$ cat src/rtl/core/brmt_pkg.sv
// Shared types and constants for the binned running mean table.
`default_nettype none
package brmt_pkg;
  localparam int unsigned BinWidthCenti = 10;
  localparam logic [16:0] RecipTen = 17'd52429;
  localparam int unsigned RecipShift = 19;
  localparam logic [31:0] CountMax = 32'hFFFF_FFFF;
  localparam int unsigned DivSteps = 33;

  typedef enum logic [0:0] {
    OP_UPDATE = 1'b0,
    OP_READ   = 1'b1
  } opcode_t;

  typedef struct packed {
    logic busy;
    logic done;
  } lane_stat_t;
endpackage
`default_nettype wire

$ cat src/rtl/core/brmt_div_lane.sv
// One axis lane: serial running-mean fold, old + (sample - old) / (count + 1).
`default_nettype none
module brmt_div_lane (
  input  wire logic                clk,
  input  wire logic                rst,
  input  wire logic                start,
  input  wire logic signed [31:0]  old_mean,
  input  wire logic signed [31:0]  sample,
  input  wire logic [31:0]         count,
  output logic signed [31:0]       new_mean,
  output brmt_pkg::lane_stat_t     stat
);
  import brmt_pkg::*;

  logic signed [31:0] old_q;
  logic               neg;
  logic [32:0]        den;
  logic [32:0]        rem;
  logic [32:0]        qd;
  logic [5:0]         cnt;
  logic signed [32:0] num;
  logic [32:0]        mag;
  logic [33:0]        rem_sh;
  logic               take;
  logic [32:0]        sq;
  logic [32:0]        sum;

  assign num = 33'(sample) - 33'(old_mean);
  assign mag = num[32] ? 33'(-num) : 33'(num);
  assign rem_sh = {rem, qd[32]};
  assign take = rem_sh >= {1'b0, den};
  assign sq = neg ? 33'(-qd) : qd;
  assign sum = 33'(old_q) + sq;
  assign new_mean = sum[31:0];

  always_ff @(posedge clk) begin
    if (rst) begin
      stat <= '0;
      cnt <= '0;
    end else begin
      stat.done <= 1'b0;
      if (start) begin
        stat.busy <= 1'b1;
        cnt <= '0;
      end else if (stat.busy) begin
        cnt <= cnt + 6'd1;
        if (cnt == 6'(DivSteps - 1)) begin
          stat.busy <= 1'b0;
          stat.done <= 1'b1;
        end
      end
    end
  end

  always_ff @(posedge clk) begin
    if (start) begin
      old_q <= old_mean;
      neg <= num[32];
      den <= 33'(count) + 33'd1;
      rem <= '0;
      qd <= mag;
    end else if (stat.busy) begin
      rem <= take ? 33'(rem_sh - {1'b0, den}) : rem_sh[32:0];
      qd <= {qd[31:0], take};
    end
  end
endmodule
`default_nettype wire
$ cat config.mk
export PLATFORM = sky130hd
export DESIGN_NAME = brmt_div_lane
export DESIGN_NICKNAME = d
export VERILOG_FILES = /design/src/rtl/core/brmt_pkg.sv /design/src/rtl/core/brmt_div_lane.sv
export SDC_FILE = /design/constraint.sdc
export NUM_CORES = 1
export LEC_CHECK = 0
export ABC_CLOCK_PERIOD_IN_PS = 10150
export BUFFER_PORTS_ARGS = -buffer_cell sky130_fd_sc_hd__buf_2
export CORE_MARGIN = 3
export CORE_UTILIZATION = 48
export CTS_BUF_LIST = sky130_fd_sc_hd__clkbuf_4 sky130_fd_sc_hd__clkbuf_8
export CTS_CLUSTER_DIAMETER = 60
export DETAILED_ROUTE_END_ITERATION = 16
export GPL_TIMING_DRIVEN = 0
export HOLD_SLACK_MARGIN = 0.03
export PLACE_DENSITY_LB_ADDON = 0.15
export SYNTH_ARGS = -nofsm -noshare
export SYNTH_HDL_FRONTEND = slang
export SYNTH_SLANG_ARGS = --single-unit
$ cat constraint.sdc
create_clock -name clk -period 10.15 [get_ports clk]
set_input_delay 2.03 -clock clk [delete_from_list [all_inputs] [get_ports clk]]
set_output_delay 2.03 -clock clk [all_outputs]
set_load 0.02 [all_outputs]
**Yosys cells after proc, flatten, opt, wreduce, memory -nomap -nowiden**

Cells that the tools add are included.

- Add/sub/neg operators: 7
- Order comparisons: 1
- Equal/unequal tests: 1
- Mux-type cells: 8
- Bitwise logic cells: 1
- Reduce and logical (&&, ||, !) cells: 3

Operators with widths:

| operator | number |
|---|---|
| two-way mux 33 bit | 4 |
| greater-or-equal comparator 34 x 33 -> 1 bit | 1 |
| adder 32 x 1 -> 33 bit (second input constant) | 1 |
| negator 33 bit | 1 |
| subtractor 32 x 32 -> 33 bit | 1 |
| subtractor 33 bit | 1 |
| adder 32 bit | 1 |
| two-way mux 32 bit | 1 |
| negator 32 bit | 1 |
| adder 6 x 1 -> 6 bit (second input constant) | 1 |
| equality test 6 bit (second input constant) | 1 |
| two-way mux 2 bit | 2 |
| OR reduction 3 bit | 1 |
| nonzero test 2 bit | 1 |
| OR reduction 2 bit | 1 |
| two-way mux 1 bit | 1 |
| inverter 1 bit | 1 |

- Flip-flop bits (word level): 140
- Bits of input ports: 99
- Output and inout port bits: 34
- Word-level logic and storage cells: 29

**Depth between registers and ports, before layout**

- Word-level depth: 4
- Gate-level depth with buffers: 19
- Mapped depth without buffers: 18

**Worst setup path before layout**

Ideal clock, no wire load.

- Path type: register -> output
- From: reg qd[7]
- To: out new_mean[31]
- Arrival time: 3.867 ns
- Data required time: 8.120 ns
- Slack: 4.253 ns
- Cell stages (with the launch flop): 17
- Cells stage by stage: edfxtp_1 or4_1 nor2_1 nand3_1 o41ai_1 xnor2_1 ha_1 a21oi_1 nor2_1 nor2_1 o221ai_1 a31oi_1 o31ai_1 o21ai_0 o211ai_1 a21oi_1 xnor2_1

- Longest elaborated chain between the ends: 3

Ends and longest elaborated chain:

| item | RTL line | text |
|---|---|---|
| start, declared | brmt_div_lane.sv:19 | `logic [32:0] qd;` |
| start signal, assigned | brmt_div_lane.sv:61 | `qd <= mag;` |
| start signal, assigned | brmt_div_lane.sv:64 | `qd <= {qd[31:0], take};` |
| negator 32 bit | brmt_div_lane.sv:32 | `assign sq = neg ? 33'(-qd) : qd;` |
| two-way mux 32 bit * | brmt_div_lane.sv:32 |  |
| adder 32 bit * | brmt_div_lane.sv:33 | `assign sum = 33'(old_q) + sq;` |
| end, declared | brmt_div_lane.sv:10 | `output logic signed [31:0] new_mean,` |

Every way passes the cells marked *; elsewhere a longest branch is shown, timed or not.

**Worst setup path after layout**

Same ends and word-level chain as after synthesis.

==> results.json <==
{
  "status": "complete, no violations",
  "combPwrFrac_pct": 51.3,
  "rsz0062_at_grt": "no",
  "drive_gt1_share_pct": 12.9,
  "die_h_um": 168,
  "synth_seq_cells": 140,
  "start_util_pct": 49.6,
  "viasPerCell": 5.95,
  "syn_area_um2": 12700,
  "clkPwrFrac_pct": 19.2,
  "synth_area_leaders": "edfxtp_1 (23%), ha_1 (10%), xnor2_1 (7.3%)",
  "synth_edf_count": 99,
  "worstMarginPinSlew_ns": 1.12,
  "grt_first_pass_wirelength_mm": 56.6,
  "coreArea_um2": 25500,
  "pin_count": 133,
  "final.setup.tns_ns": 0,
  "clk_latency_ns": 0.46,
  "nets": 1861,
  "hp-class": "reg2reg",
  "ys_warn_count": 0,
  "timing.hold.ws_ns": 0.499,
  "fmax_mhz": 139,
  "holdBufCountCts": 0,
  "die_area_um2": 28400,
  "rows": 58,
  "cts_made_buffers": 17,
  "critical_path_class": "reg2out",
  "syn_nets": 1709,
  "swShare_pct": 43.4,
  "final_common_cell": "nor2_1",
  "ctsLongestPathBuffers": 2,
  "fin_skew_ns": 0.0116,
  "startpoint_type": "flip-flop",
  "track_usage_pct": 24.7,
  "cts_tree": "done",
  "wl_mm": 36.2,
  "period_share_pct": 70.8,
  "cts_sinks": 140,
  "slew_headroom_pct": 23.5,
  "seq_power_share_pct": 29.5,
  "postRouteAntennaNets": 0,
  "leakage_nw": 5.91,
  "postCtsSetupRepairBufs": 0,
  "ys_seq_area_share_pct": 29.9,
  "async_flop_share_pct": 0,
  "yosys.area.top_type": "edfxtp_1",
  "drc_errors": 0,
  "synth-main-ff-cell": "edfxtp_1",
  "p_int_w": 0.00144,
  "antenna_found_initial": 0,
  "setup_viol_count_final": 0,
  "layout_min_cycle_time_ns": 7.19,
  "layout_common_cells": "nor2_1 (139), buf_2 (133), a21oi_1 (131), nand2_1 (116), xnor2_1 (105)",
  "gp_congestion": 0.943,
  "htreeDepth": 4,
  "p_switching_w": 0.00111,
  "wl_per_cell_um": 18.1,
  "cp.arrival_ns": 5.16,
  "power_density_nw_per_um2": 180,
  "slew_viol_final": 0,
  "port-buffer-count": 132,
  "synth_cell_types": 90,
  "ir_drop_v": 0.000141,
  "path_max_fanout": 7,
  "grt_pass1_vias": 10810,
  "avgSynthCellArea_um2": 8.42,
  "hold_viol": 0,
  "dp_hpwl_mm": 28.8,
  "grt_overflow_total": 0,
  "cts_root_buffer": "clkbuf_8",
  "dr.pass1.iters": 6,
  "clk_pin_slew_worst_paths_ns": 0.09,
  "fp.dieW_um": 168,
  "critPathRequiredTime_ns": 8.12,
  "synthCells": 1506,
  "yosys.area.top_type_share_pct": 23.5,
  "antennaDiodeCount": 0,
  "drv_cap": 0,
  "grt_max_degree": 42,
  "num_vias": 11902,
  "area_delta_synth_final_pct": 11.9,
  "cp-end-kind": "output port",
  "drtIter0Drc": 1078,
  "post_cts_resized": 0
}
layout make-up:
type | count | area [um^2]
Buffer | 51 | 198
Clock buffer | 19 | 262
Clock inverter | 13 | 150
Fill cell | 2433 | 11400
Inverter | 104 | 390
Multi-Input combinational cell | 1211 | 8290
Sequential cell | 140 | 3790
Tap cell | 330 | 413
Timing Repair Buffer | 133 | 683
critical path, cell delays in order (launching register included):
cell	delay, ns
edfxtp_1	0.48
or4_1	0.57
nor2_1	0.23
nand3_1	0.27
o41ai_1	0.45
xnor2_1	0.19
ha_1	0.32
a21oi_1	0.20
nor2_1	0.07
nor2_1	0.17
o221ai_1	0.20
a31oi_1	0.20
o31ai_1	0.13
o21ai_0	0.48
o211ai_1	0.17
a21oi_1	0.20
xnor2_1	0.16
buf_2	0.20
sequential cells by signal, indices dropped and copies added, names as in the netlist:
register / cells
cnt: 6
neg: 1
qd: 33
stat: 2
den: 33
rem: 33
old_q: 32
final timing paths:
path / start / to / slack [ns] / cells past startpoint
setup / recovery: qd[7] / new_mean[31] / 2.96 / 17
hold / removal: cnt[5] / cnt[5] / 0.50 / 2
setup reg to reg: qd[32] / rem[21] / 5.69 / 14
hold reg to reg: cnt[5] / cnt[5] / 0.50 / 2
Yosys cell counts (15+ instances only):
library cell / number
a211oi_1: 24
a21o_1: 35
a21oi_1: 131
and2_1: 21
and3_1: 17
clkbuf_1: 47
dfxtp_1: 41
edfxtp_1: 99
ha_1: 101
inv_1: 103
nand2_1: 117
nand2b_1: 18
nand3_1: 49
nand4_1: 24
nor2_1: 139
nor3_1: 35
o211ai_1: 22
o21a_1: 15
o21ai_0: 77
o31ai_1: 18
or3_1: 15
xnor2_1: 105
xor2_1: 47
per-stage QoR:
stage                     worst slack (ns)  util, %  std cells  cell area [um^2]  power, W
final                                 2.96     55.5       2001             14200   0.00255
after floorplan                       4.25        -       1506             12700   0.00171
after global routing                  2.60     55.5       2001             14200   0.00271
after CTS                             3.04     55.5       2001             14200   0.00254
after global placement                3.61     53.8       1968             13700   0.00203
after detailed placement              3.57     53.9       1969             13800   0.00205
metal layers:
metal / wire length (um) / vias to the layer above / GRT usage [%]
met5: 0 / - / 0
met4: 682 / 0 / 6.33
met3: 2750 / 44 / 3.81
met2: 15500 / 407 / 37.5
met1: 17200 / 5609 / 36.9
li1: - / 5842 / -
cell families (layout without fill, tap and decap cells):
| group | count (synthesis) | in the layout | synth area share, % |
|---|---|---|---|
| AO/OA/AOI/OAI | 434 | 434 | 22.9 |
| XOR/XNOR | 152 | 152 | 10.5 |
| adder cells (fa/ha/maj) | 104 | 104 | 10.4 |
| buffers and inverters | 155 | 320 | 4.64 |
| flip-flops | 140 | 140 | 29.9 |
| multiplexers | 19 | 19 | 1.60 |
| AND/OR/NAND/NOR | 502 | 502 | 20.0 |
power by group through the flow:
stage / Clock, W / Combinational [W] / Sequential [W]
global route: 0.000520 / 0.00143 / 0.000760
global placement: 0 / 0.00127 / 0.000761
CTS: 0.000498 / 0.00130 / 0.000750
finish: 0.000491 / 0.00131 / 0.000752
detailed placement: 0 / 0.00129 / 0.000763
floorplan: 0 / 0.000966 / 0.000740
Power figures use the tool's default switching activity.
